--- src/rtl/core/mstf_pkg.sv ---
// Shared types, constants and the note pitch table for the event stream to FM
// register write translator. Used by every module under rtl/core but mstf_queue.
package mstf_pkg;

   localparam int FM_CHANNELS_DEFAULT = 9;
   localparam int CMD_QUEUE_DEPTH     = 4;
   localparam int RSP_QUEUE_DEPTH     = 2;

   // High nibbles of status bytes.
   localparam logic [3:0] STATUS_NOTE_OFF = 4'h8;
   localparam logic [3:0] STATUS_NOTE_ON  = 4'h9;
   localparam logic [3:0] STATUS_PROGRAM  = 4'hC;
   localparam logic [3:0] STATUS_PRESSURE = 4'hD;
   localparam logic [3:0] STATUS_END      = 4'hF;

   // FM register bases and the key-on bit.
   localparam logic [7:0] REG_FNUM_LO = 8'hA0;
   localparam logic [7:0] REG_KEYON   = 8'hB0;
   localparam logic [7:0] KEYON_BIT   = 8'h20;

   localparam logic [63:0] NOTE_NUMERATOR = 64'd461373440;
   localparam logic [63:0] CHIP_CLOCK_DIV = 64'd49716;
   localparam logic [63:0] FNUM_MAX       = 64'd1023;

   localparam logic [63:0] SEMITONE_Q32 [12] = '{
      64'd4294967296, 64'd4550359342, 64'd4820937788, 64'd5107605667,
      64'd5411319705, 64'd5733093519, 64'd6074001000, 64'd6435179895,
      64'd6817835604, 64'd7223245205, 64'd7652761717, 64'd8107818609
   };

   typedef logic [255:0][12:0] pitch_table_type;

   typedef enum logic [1:0] {
      CMD_NONE,
      CMD_NOTE_ON,
      CMD_NOTE_OFF,
      CMD_END
   } cmd_kind_type;

   // One classified event handed from the parser to the write sequencer.
   typedef struct packed {
      cmd_kind_type kind;
      logic [3:0]   ch;
      logic [7:0]   note;
      logic [7:0]   delay;
   } cmd_type;

   typedef struct packed {
      logic       write_valid;
      logic [7:0] reg_addr;
      logic [7:0] reg_data;
      logic [7:0] delay_ticks;
      logic       track_end;
      logic       last;
   } rsp_type;

   // Block and fnum of one note, given octave offset q and semitone k
   // relative to the reference note.
   function automatic logic [12:0] pitch_of(input int q, input int k);
      logic [63:0] x;
      logic [63:0] f;
      int          b;
      int          s;
      logic        done;
      x = (NOTE_NUMERATOR * SEMITONE_Q32[k] + CHIP_CLOCK_DIV / 2) / CHIP_CLOCK_DIV;
      b = 0;
      done = 1'b0;
      for (int i = 0; i < 7; i++) begin
         if (!done && x >= (64'd1 << (42 + b - q))) begin
            b = b + 1;
         end else begin
            done = 1'b1;
         end
      end
      s = 32 + b - q;
      f = (x + (64'd1 << (s - 1))) >> s;
      if (f > FNUM_MAX) begin
         f = FNUM_MAX;
      end
      return {3'(b), f[9:0]};
   endfunction

   function automatic pitch_table_type build_pitch_table();
      pitch_table_type t;
      int              q;
      int              k;
      // Note 0 sits three semitones above a multiple of twelve below note 69.
      q = -6;
      k = 3;
      for (int n = 0; n < 256; n++) begin
         t[n] = pitch_of(q, k);
         if (k == 11) begin
            k = 0;
            q = q + 1;
         end else begin
            k = k + 1;
         end
      end
      return t;
   endfunction

   localparam pitch_table_type PITCH_TABLE = build_pitch_table();

endpackage

--- src/rtl/core/mstf_queue.sv ---
// Small first-in first-out queue of flat words, built from registers.
// Depends on nothing; the top level sizes it from mstf_pkg constants.
module mstf_queue #(
   parameter int WIDTH = 8,
   parameter int DEPTH = 2
) (
   input  logic             clock,
   input  logic             reset,
   input  logic             push,
   input  logic [WIDTH-1:0] wr_data,
   output logic             full,
   input  logic             pop,
   output logic [WIDTH-1:0] rd_data,
   output logic             empty
);

   localparam int PTR_W = (DEPTH > 1) ? $clog2(DEPTH) : 1;
   localparam int CNT_W = $clog2(DEPTH + 1);

   logic [WIDTH-1:0] mem_ff [DEPTH];
   logic [PTR_W-1:0] wr_ptr_ff, wr_ptr_in;
   logic [PTR_W-1:0] rd_ptr_ff, rd_ptr_in;
   logic [CNT_W-1:0] count_ff, count_in;
   logic             do_push;
   logic             do_pop;

   assign full    = (count_ff == CNT_W'(DEPTH));
   assign empty   = (count_ff == '0);
   assign do_push = push && !full;
   assign do_pop  = pop && !empty;
   assign rd_data = mem_ff[rd_ptr_ff];

   always_comb begin
      wr_ptr_in = wr_ptr_ff;
      rd_ptr_in = rd_ptr_ff;
      count_in  = count_ff;
      if (do_push) begin
         wr_ptr_in = (wr_ptr_ff == PTR_W'(DEPTH - 1)) ? '0 : wr_ptr_ff + 1'b1;
      end
      if (do_pop) begin
         rd_ptr_in = (rd_ptr_ff == PTR_W'(DEPTH - 1)) ? '0 : rd_ptr_ff + 1'b1;
      end
      if (do_push && !do_pop) begin
         count_in = count_ff + 1'b1;
      end else if (do_pop && !do_push) begin
         count_in = count_ff - 1'b1;
      end
   end

   always_ff @(posedge clock) begin
      if (reset) begin
         wr_ptr_ff <= '0;
         rd_ptr_ff <= '0;
         count_ff  <= '0;
      end else begin
         wr_ptr_ff <= wr_ptr_in;
         rd_ptr_ff <= rd_ptr_in;
         count_ff  <= count_in;
      end
   end

   always_ff @(posedge clock) begin
      if (do_push) begin
         mem_ff[wr_ptr_ff] <= wr_data;
      end
   end

endmodule

--- src/rtl/core/mstf_front.sv ---
// Byte parser: tracks running status and event position, and turns each
// finished event into one command. Depends on mstf_pkg.
module mstf_front #(
   parameter int FM_CHANNELS = mstf_pkg::FM_CHANNELS_DEFAULT
) (
   input  logic             clock,
   input  logic             reset,
   input  logic             push,
   input  logic [7:0]       data_byte,
   input  logic             track_start,
   input  logic             cmd_full,
   output logic             cmd_push,
   output mstf_pkg::cmd_type cmd
);

   localparam logic [4:0] CH_LIMIT = 5'(FM_CHANNELS);

   logic       accept;
   logic [7:0] status_ff, status_in;
   logic       seen_ff, seen_in;
   logic [1:0] index_ff, index_in;
   logic [7:0] first_ff, first_in;
   logic [7:0] second_ff, second_in;
   logic       ended_ff, ended_in;
   logic [3:0] hi;
   logic       one_data;

   assign accept = push && !cmd_full;
   // Data bytes are only taken without a track start, so the stored status applies.
   assign hi     = status_ff[7:4];

   always_comb begin
      // A track start clears the parser before the byte is looked at.
      status_in = track_start ? '0 : status_ff;
      seen_in   = track_start ? 1'b0 : seen_ff;
      index_in  = track_start ? 2'd0 : index_ff;
      ended_in  = track_start ? 1'b0 : ended_ff;
      first_in  = first_ff;
      second_in = second_ff;
      one_data  = 1'b0;
      cmd_push  = 1'b0;
      cmd       = '0;

      if (!ended_in) begin
         if (index_in == 2'd0 && data_byte[7]) begin
            if (data_byte[7:4] == mstf_pkg::STATUS_END) begin
               ended_in = 1'b1;
               cmd_push = accept;
               cmd.kind = mstf_pkg::CMD_END;
            end else begin
               status_in = data_byte;
               seen_in   = 1'b1;
            end
         end else if (seen_in) begin
            one_data = (hi == mstf_pkg::STATUS_PROGRAM) ||
                       (hi == mstf_pkg::STATUS_PRESSURE);
            if (index_in == 2'd0) begin
               first_in = data_byte;
               index_in = 2'd1;
            end else if (index_in == 2'd1 && !one_data) begin
               second_in = data_byte;
               index_in  = 2'd2;
            end else begin
               // This byte is the delay and closes the event.
               index_in  = 2'd0;
               cmd_push  = accept;
               cmd.ch    = status_in[3:0];
               cmd.note  = first_in;
               cmd.delay = data_byte;
               if ({1'b0, status_in[3:0]} < CH_LIMIT) begin
                  if (hi == mstf_pkg::STATUS_NOTE_ON && second_in != 8'd0) begin
                     cmd.kind = mstf_pkg::CMD_NOTE_ON;
                  end else if (hi == mstf_pkg::STATUS_NOTE_ON ||
                               hi == mstf_pkg::STATUS_NOTE_OFF) begin
                     cmd.kind = mstf_pkg::CMD_NOTE_OFF;
                  end
               end
            end
         end
      end
   end

   always_ff @(posedge clock) begin
      if (reset) begin
         status_ff <= '0;
         seen_ff   <= 1'b0;
         index_ff  <= 2'd0;
         first_ff  <= '0;
         second_ff <= '0;
         ended_ff  <= 1'b0;
      end else if (accept) begin
         status_ff <= status_in;
         seen_ff   <= seen_in;
         index_ff  <= index_in;
         first_ff  <= first_in;
         second_ff <= second_in;
         ended_ff  <= ended_in;
      end
   end

endmodule

--- src/rtl/core/mstf_back.sv ---
// Write sequencer: takes commands, keeps each channel's pitch and emits the
// FM register writes one result per cycle while a command waits and the result queue has room. Depends on mstf_pkg.
module mstf_back #(
   parameter int FM_CHANNELS = mstf_pkg::FM_CHANNELS_DEFAULT
) (
   input  logic              clock,
   input  logic              reset,
   input  mstf_pkg::cmd_type cmd,
   input  logic              cmd_empty,
   output logic              cmd_pop,
   input  logic              rsp_full,
   output logic              rsp_push,
   output mstf_pkg::rsp_type rsp
);

   localparam int         CH_W     = (FM_CHANNELS > 1) ? $clog2(FM_CHANNELS) : 1;
   localparam logic [4:0] CH_LIMIT = 5'(FM_CHANNELS);

   logic [12:0]     pitch_ff [FM_CHANNELS];
   logic            phase_ff, phase_in;
   logic            go;
   logic            pitch_we;
   logic [CH_W-1:0] slot;
   logic [12:0]     p_new;
   logic [12:0]     p_old;

   assign go    = !cmd_empty && !rsp_full;
   assign slot  = ({1'b0, cmd.ch} < CH_LIMIT) ? cmd.ch[CH_W-1:0] : '0;
   assign p_new = mstf_pkg::PITCH_TABLE[cmd.note];
   assign p_old = pitch_ff[slot];

   always_comb begin
      rsp      = '0;
      rsp_push = go;
      cmd_pop  = go;
      pitch_we = 1'b0;
      phase_in = phase_ff;
      unique case (cmd.kind)
         mstf_pkg::CMD_END: begin
            rsp.track_end = 1'b1;
            rsp.last      = 1'b1;
         end
         mstf_pkg::CMD_NOTE_OFF: begin
            rsp.write_valid = 1'b1;
            rsp.reg_addr    = mstf_pkg::REG_KEYON | {4'h0, cmd.ch};
            rsp.reg_data    = {3'b000, p_old[12:10], p_old[9:8]};
            rsp.delay_ticks = cmd.delay;
            rsp.last        = 1'b1;
         end
         mstf_pkg::CMD_NOTE_ON: begin
            rsp.write_valid = 1'b1;
            if (!phase_ff) begin
               // First of two writes: fnum low; the item stays at the head.
               rsp.reg_addr = mstf_pkg::REG_FNUM_LO | {4'h0, cmd.ch};
               rsp.reg_data = p_new[7:0];
               cmd_pop      = 1'b0;
               pitch_we     = go;
               phase_in     = go ? 1'b1 : phase_ff;
            end else begin
               rsp.reg_addr    = mstf_pkg::REG_KEYON | {4'h0, cmd.ch};
               rsp.reg_data    = mstf_pkg::KEYON_BIT |
                                 {3'b000, p_new[12:10], p_new[9:8]};
               rsp.delay_ticks = cmd.delay;
               rsp.last        = 1'b1;
               phase_in        = go ? 1'b0 : phase_ff;
            end
         end
         default: begin
            rsp.delay_ticks = cmd.delay;
            rsp.last        = 1'b1;
         end
      endcase
   end

   always_ff @(posedge clock) begin
      if (reset) begin
         phase_ff <= 1'b0;
         for (int i = 0; i < FM_CHANNELS; i++) begin
            pitch_ff[i] <= '0;
         end
      end else begin
         phase_ff <= phase_in;
         if (pitch_we) begin
            pitch_ff[slot] <= p_new;
         end
      end
   end

endmodule

--- src/rtl/core/midi_stream_to_fm_register_writes.sv ---
// Event byte stream to FM register writes. A byte is taken every cycle while full is low;
// an event's closing byte queues its command; the write sequencer turns it into results,
// a note-on's second write after its first, one per cycle while the result queue has room,
// so sustained input is one byte per cycle. Synchronous reset empties both queues and
// clears parser state and pitches.
module midi_stream_to_fm_register_writes #(
   parameter int FM_CHANNELS = mstf_pkg::FM_CHANNELS_DEFAULT
) (
   input  logic       clock,
   input  logic       reset,
   input  logic       push,
   output logic       full,
   input  logic [7:0] req_data_byte,
   input  logic       req_track_start,
   output logic       empty,
   input  logic       pop,
   output logic       rsp_write_valid,
   output logic [7:0] rsp_reg_addr,
   output logic [7:0] rsp_reg_data,
   output logic [7:0] rsp_delay_ticks,
   output logic       rsp_track_end,
   output logic       rsp_last
);

   localparam int CMD_W = $bits(mstf_pkg::cmd_type);
   localparam int RSP_W = $bits(mstf_pkg::rsp_type);

   mstf_pkg::cmd_type cmd_wr;
   mstf_pkg::cmd_type cmd_rd;
   mstf_pkg::rsp_type rsp_wr;
   mstf_pkg::rsp_type rsp_rd;
   logic              cmd_push;
   logic              cmd_full;
   logic              cmd_pop;
   logic              cmd_empty;
   logic              rsp_push;
   logic              rsp_full;

   assign full = cmd_full;

   mstf_front #(
      .FM_CHANNELS(FM_CHANNELS)
   ) u_front (
      .clock      (clock),
      .reset      (reset),
      .push       (push),
      .data_byte  (req_data_byte),
      .track_start(req_track_start),
      .cmd_full   (cmd_full),
      .cmd_push   (cmd_push),
      .cmd        (cmd_wr)
   );

   mstf_queue #(
      .WIDTH(CMD_W),
      .DEPTH(mstf_pkg::CMD_QUEUE_DEPTH)
   ) u_cmd_queue (
      .clock  (clock),
      .reset  (reset),
      .push   (cmd_push),
      .wr_data(cmd_wr),
      .full   (cmd_full),
      .pop    (cmd_pop),
      .rd_data(cmd_rd),
      .empty  (cmd_empty)
   );

   mstf_back #(
      .FM_CHANNELS(FM_CHANNELS)
   ) u_back (
      .clock    (clock),
      .reset    (reset),
      .cmd      (cmd_rd),
      .cmd_empty(cmd_empty),
      .cmd_pop  (cmd_pop),
      .rsp_full (rsp_full),
      .rsp_push (rsp_push),
      .rsp      (rsp_wr)
   );

   mstf_queue #(
      .WIDTH(RSP_W),
      .DEPTH(mstf_pkg::RSP_QUEUE_DEPTH)
   ) u_rsp_queue (
      .clock  (clock),
      .reset  (reset),
      .push   (rsp_push),
      .wr_data(rsp_wr),
      .full   (rsp_full),
      .pop    (pop),
      .rd_data(rsp_rd),
      .empty  (empty)
   );

   assign rsp_write_valid = rsp_rd.write_valid;
   assign rsp_reg_addr    = rsp_rd.reg_addr;
   assign rsp_reg_data    = rsp_rd.reg_data;
   assign rsp_delay_ticks = rsp_rd.delay_ticks;
   assign rsp_track_end   = rsp_rd.track_end;
   assign rsp_last        = rsp_rd.last;

`ifndef SYNTHESIS
   a_reset_empties: assert property (@(posedge clock) reset |=> empty && !full)
      else $error("queues not empty after reset");

   a_no_result_without_cmd: assert property (@(posedge clock) disable iff (reset)
      cmd_empty |-> !rsp_push)
      else $error("result produced with no command waiting");

   a_end_is_alone: assert property (@(posedge clock) disable iff (reset)
      (!empty && rsp_track_end) |-> (rsp_last && !rsp_write_valid))
      else $error("end-of-track item malformed");

   a_idle_fields_zero: assert property (@(posedge clock) disable iff (reset)
      (!empty && !rsp_write_valid) |-> (rsp_reg_addr == 8'd0 && rsp_reg_data == 8'd0))
      else $error("register fields set on an item without a write");
`endif

endmodule

--- config.mk ---
export PLATFORM = sky130hd
export DESIGN_NAME = midi_stream_to_fm_register_writes
export DESIGN_NICKNAME = d
export VERILOG_FILES = /design/src/rtl/core/mstf_pkg.sv /design/src/rtl/core/mstf_queue.sv /design/src/rtl/core/mstf_front.sv /design/src/rtl/core/mstf_back.sv /design/src/rtl/core/midi_stream_to_fm_register_writes.sv
export SDC_FILE = /design/constraint.sdc
export NUM_CORES = 1
export LEC_CHECK = 0
export BUFFER_PORTS_ARGS = -buffer_cell sky130_fd_sc_hd__buf_2
export CORE_UTILIZATION = 55
export DETAILED_ROUTE_END_ITERATION = 12
export PLACE_DENSITY = 0.76
export SETUP_SLACK_MARGIN = 0.3
export SLEW_MARGIN = 20
export SYNTH_ARGS = -nofsm -noshare
export SYNTH_HDL_FRONTEND = slang
export SYNTH_HIERARCHICAL = 1
export SYNTH_SLANG_ARGS = --single-unit
--- constraint.sdc ---
create_clock -name clock -period 4.06 [get_ports clock]
set_input_delay 0.609 -clock clock [delete_from_list [all_inputs] [get_ports clock]]
set_output_delay 0.609 -clock clock [all_outputs]
set_load 0.01 [all_outputs]
### Word level (Yosys, flattened, before mapping)

Memory sizes are Yosys's and may differ from the RTL's. A register that Yosys moved wholly into a read port is not among the register bits.
Cells that the tools add are included.

| operators by class | value |
|---|---|
| shift operators | 0 |
| order comparisons | 3 |
| reductions and logical operators | 33 |
| multiply operators | 0 |
| bitwise logic cells | 3 |
| add/sub/neg operators | 8 |
| divide/modulo/power cells | 0 |
| muxes and demuxes | 74 |
| equality and inequality tests | 13 |

Operators with widths:

| cell | count |
|---|---|
| $mux W22 | 4 |
| $mux W8 | 5 |
| $mux W13 | 3 |
| $mux W1 | 38 |
| $mux W2 | 17 |
| $pmux W17 S2 | 1 |
| $eq A4 B4 Y1 const B | 5 |
| $mux W20 | 1 |
| $pmux W8 S2 | 1 |
| $logic_and A1 B1 Y1 | 13 |
| $reduce_or A13 Y1 | 1 |
| $eq A2 B2 Y1 const B | 5 |
| $logic_not A1 Y1 | 9 |
| $lt A8 B9 Y1 const B | 1 |
| $lt A4 B4 Y1 const B | 2 |
| $mux W4 | 2 |
| $reduce_bool A8 Y1 | 1 |
| $add A2 B1 Y2 const B | 3 |
| $mux W3 | 2 |
| $reduce_and A6 Y1 | 1 |
| $reduce_and A5 Y1 | 1 |
| $eq A2 B1 Y1 const B | 2 |
| $logic_not A2 Y1 | 2 |
| $reduce_bool A2 Y1 | 2 |
| 8 further kinds | 12 |

| word-level totals | value |
|---|---|
| ROM bits | 3328 |
| output and inout port bits | 29 |
| register bits | 40 |
| logic and storage cells | 151 |
| bits in latches | 0 |
| memories | 4 |
| bits in writable memories | 259 |

Memories:

| name | words | width | rd ports | clocked after memory_dff | wr ports | RTL line | source |
|---|---|---|---|---|---|---|---|
| (name not given) | 256 | 13 | 1 | 0 | 0 | mstf_back.sv:29 | `assign p_new = mstf_pkg::PITCH_TABLE[cmd.note];` |
| u_back.pitch_ff | 9 | 13 | 1 | 0 | 9 | mstf_back.sv:19 | `logic [12:0] pitch_ff [FM_CHANNELS];` |
| u_cmd_queue.mem_ff | 4 | 22 | 1 | 1 | 1 | mstf_queue.sv:20 | `logic [WIDTH-1:0] mem_ff [DEPTH];` |
| u_rsp_queue.mem_ff | 2 | 27 | 1 | 1 | 1 | mstf_queue.sv:20 |  |

### Logic depth before layout (Yosys ltp)

| depth | value |
|---|---|
| word-level depth | 14 |
| mapped depth | 14 |

### Hierarchy

The synthesis kept the hierarchy.

By module, submodules not included:

| module | times used | area an instance (sq um) | cells each | sequential area each (sq um) |
|---|---|---|---|---|
| mstf_back | 1 | 4025.1 | 478 | 1371.3 |
| mstf_queue at u_cmd_queue | 1 | 3663.5 | 164 | 2822.7 |
| mstf_queue at u_rsp_queue | 1 | 2163.3 | 109 | 1721.7 |
| mstf_front | 1 | 1378.8 | 155 | 560.5 |

### Worst setup path after synthesis

OpenSTA, ideal clock, no wires.

| timing path | value |
|---|---|
| kind | flip-flop to flip-flop |
| from | register (tool-made name) |
| to | register u_cmd_queue.count_ff[2] |
| path slack | 838 ps |
| buffers on the path | 2 |
| data required time | 3990 ps |
| cell stages (with the launch flop) | 13 |
| arrival | 3152 ps |
| cells stage by stage | dfxtp_1 -> buf_4 -> mux4_2 -> ha_1 -> buf_2 -> mux2_2 -> o31ai_2 -> ha_1 -> inv_1 -> fa_1 -> xor2_1 -> or3_1 -> a21oi_1 |

RTL lines:

| element | RTL line | source |
|---|---|---|
| to (signal assigned) | mstf_queue.sv:58 | `count_ff <= count_in;` |
| to (decl) | mstf_queue.sv:23 | `logic [CNT_W-1:0] count_ff, count_in;` |

==> results.txt <==
Measured in cells, the most critical reg-to-reg path has a length of 9. The half-perimeter wire length of the detailed placement result was 16700 µm; the core occupancy in the finished layout was 0.629. Across all register-to-register paths, the minimum setup slack is 0.65 ns. The worst hold slack across all endpoints was 0.396 ns.

The tools report the H-tree depth as 1. Portion of the post-synthesis area used by sequential elements: 0.577. At the worst endpoint, the required time is 4.29 ns. The multi-input combinational cells in the finished layout cover a total of 0.00429 mm². Power spread over the standard cell area amounts to 424 mW/mm². The die boundary height is 145 µm. The initialized floorplan defines 51 standard-cell rows.

The proportion of synthesized area in mux cells is 0.114, and the total count of hold-check failures in the final report is 0. Remaining max-slew budget at the tightest pin: 0.349. The die covers 0.0210 mm². The logs give 3 for the worst-case clock buffer depth and 0 for the number of max-capacitance violations reported.

The logs give 4.48 nW for the reported leakage power and 0.0112 mm² for the total standard cell area after synthesis. The net count of the finished layout is 976. The total congestion overflow after global routing is 0.

Counting tap cells, the placed design contains a total of 1180 instances. For the combined global-route utilization of all metal layers, the log shows 0.245. The logs give 906 for the number of instances in the synthesized netlist and 0 for the number of remaining DRC errors.

The critical path is of the reg -> reg type. The fraction of post-synthesis cell area in the top cell type by area is 0.500. In this run the mean area of a mapped cell was 12.4 µm². In this run the clock root is driven by a clkbuf_16. The initial standard-cell utilization of the core came out at 0.570. Critical path startpoint category: a register.

The logs give 6 for the yosys synthesis warning count and 50 for the maximum number of pins on one net before global-route repair. The total count of max-transition violations in the final report is 0. The highest clock frequency the design can meet is 0.293 GHz, and the net count after synthesis is 940. The first routing iteration left 753 violations. Compared with the post-synthesis result, the final layout area differs by 10.3%. The tools report the via count of the first global-routing pass as 7164.

The distinct cell type count of the synthesized netlist was 81; the fraction of registers with async set/reset was 0. The slew at the pin with the worst max-slew slack came out at 0.977 ns. The cell type with the largest total area after synthesis was edfxtp_1. In the layout the commonest cells are 187 x edfxtp_1, 113 x nor2_1, 54 x nand2_1, 48 x a21oi_1, 43 x dfxtp_1.

The tools report the initial antenna violation count as 0. Clock-pin slew was measured on the worst setup and hold paths at 0.06 ns. The most common cell after layout, fill and taps aside is edfxtp_1. The pre-CTS worst setup slack is 0.689 ns, and the port buffer count is 41.

Clock share of power: 0.398. For the count of inserted antenna diode cells, the log shows 0. The number of vias per cell after detailed routing is 6.02. The congestion estimate from routability-driven global placement came to 0.934. The first global-routing pass estimated 38800 µm of wire. Compound-cell area share of the yosys netlist: 0.101. The power share of the combinational group was 0.098.

For this design the total switching power over the nets is 1.20 mW. The sequential cell fraction of total power is 0.503. The final cycle utilization of the critical path is 0.841, and the xor and xnor fraction of the mapped netlist area is 0.00702.

Setup repair after global routing left no endpoint under its margin. The die width was 145 µm. After layout, the design draws a total of 5.26 mW. The routed length per instance is 20.3 µm.

The run gives 1226 as the post-route non-filler standard cell count. The internal power of the cells totals 4.06 mW. The post-layout minimum cycle time was 3.41 ns; the filler cell count was 1500.

After synthesis, the largest family of logic cells by area is simple AND/OR/NAND/NOR gates. The total iterations of the first detailed-routing run is 5, and the hold-critical path depth is 3. In this run the cell area measured after placement is 0.0116 mm². Count of final setup violators: 0. At the later pin of the worst-skew pair, clock insertion delay measures 0.52 ns.

Total clock buffers created by CTS: 25. Among all flip-flop cells after synthesis, the most frequent one is edfxtp_1. Ranked by total cell area, the synthesized netlist is headed by edfxtp_1 50%, dfxtp_1 7.7%, mux4_2 5.6%, nor2_1 3.8%, mux2_2 3.1%. Across the routed clock network, the largest skew measured is 0.00725 ns. The switching portion of total power is 0.228. The cell area after layout is 0.0124 mm². Once detail routing completed, the nets flagged for antenna violations numbered 0. TritonCTS built the clock tree.

The classification of the worst-slack hold path was in -> reg. The worst-case IR drop observed on VDD is 0.000363 V. The core footprint is 0.0197 mm². The data arrival time of the critical path was 3.65 ns; the flip-flop and latch count after synthesis was 230. The share of synthesized cell area in and, or, nand and nor gates came out at 0.135.

Yosys mapped a number of flops with a built-in enable equal to 187. The number of hold buffers added after CTS was 0. The number of gates resized after CTS was 0. The flow ran to the end, and the final reports show no timing, DRC or antenna violations. The final layout contains routed wiring with a total length of 24800 µm.

The worst setup path is captured at a register. The final total negative setup slack is 0 ns. The adder-cell area share of the yosys netlist is 0.0250, and the post-CTS setup buffer count is 0. The tools report the combined flip-flop and latch cell area as 0.00648 mm².

The fraction of final layout cells with drive strength greater than 1 was 0.208; the minimum setup slack in the final design was 0.647 ns. The detailed router placed 7386 vias in this run. The tools report the number of top-level pins as 42. Of all nets on the critical path, the largest fanout is 11.

The tools report the number of clock sinks as 230.
## power groups by stage
| stage | clock [mW] | sequential (mW) | combinational, mW |
|---|---|---|---|
| 6_report | 2.09 | 2.65 | 0.516 |
| 2_1_floorplan | 0 | 2.68 | 0.364 |
| 4_1_cts | 2.13 | 2.65 | 0.526 |
| 3_5_place_dp | 0 | 2.70 | 0.522 |
| 5_1_grt | 2.21 | 2.65 | 0.573 |
| 3_3_place_gp | 0 | 2.69 | 0.516 |
## logic make-up (layout without fill, tap and decap cells)
group	count (synthesis)	count (layout)
other	1	1
AO/OA/AOI/OAI	167	167
flip-flops	230	230
AND/OR/NAND/NOR	303	303
buffers and inverters	85	140
multiplexers	89	89
XOR/XNOR	9	9
adder cells (fa/ha/maj)	22	22
## worst paths after layout
check | from | end
max | register | u_rsp_queue/mem_ff[0][16]$_DFFE_PP_
min | req_data_byte[0] | u_front/status_ff[0]$_SDFFE_PP0N_
max reg2reg | register | u_rsp_queue/mem_ff[0][16]$_DFFE_PP_
min reg2reg | u_front/status_ff[4]$_SDFFE_PP0N_ | u_front/status_ff[4]$_SDFFE_PP0N_
## worst max-delay path, cell delays in order, from the launching register on
cell and delay [ns]:
dfxtp_1 0.41, buf_4 0.23, mux4_2 0.65, inv_1 0.25, ha_1 0.38, nor2b_1 0.23, a21oi_1 0.25, o22ai_1 0.13
a2111oi_0 0.43, a31oi_1 0.17
## registers in the layout, indices dropped and copies added, names as in the netlist, named ones only
name                   flops
u_front/ended_ff           1
u_front/second_ff          8
u_back/phase_ff            1
u_cmd_queue/count_ff       3
u_front/status_ff          8
u_rsp_queue/mem_ff        54
u_rsp_queue/rd_ptr_ff      1
u_front/index_ff           2
u_front/seen_ff            1
u_back/pitch_ff           45
u_front/first_ff           8
u_cmd_queue/mem_ff        88
u_cmd_queue/rd_ptr_ff      2
u_rsp_queue/wr_ptr_ff      1
u_cmd_queue/wr_ptr_ff      2
u_rsp_queue/count_ff       2
## metal layers
layer / routed length [µm] / vias to the layer above / track usage / share of wire
met4: 653 / 0 / 0.0759 / 0.026
met2: 12400 / 307 / 0.425 / 0.50
met5: 0 / - / 0 / 0
li1: - / 3453 / - / -
met3: 1420 / 43 / 0.0339 / 0.057
met1: 10300 / 3583 / 0.317 / 0.42
## cell type report
cell class                 instances  area share
clock buffer                      34      0.0540
clock inverter                    12     0.00737
inverter                          24     0.00878
multi-input combinational        591       0.346
sequential                       230       0.523
tap                              265      0.0268
timing repair buffer              70      0.0341
## Yosys cell counts, drive strengths merged (5+ instances only)
cell and instances:
buf 45, and2 33, o22ai 6, xor2 9, a2111oi 7, or3 6
clkbuf 16, nand3 11, nor2b 19, a31oi 11, a32oi 5, dfxtp 43
mux4 28, ha 20, and3 6, nor2 115, inv 22, nand2b 13
mux2 31, mux2i 30, a211oi 10, nor3 19, nand2 55, a21oi 48
o221ai 5, edfxtp 187, o21ai 38
(Power assumes the default switching activity.)
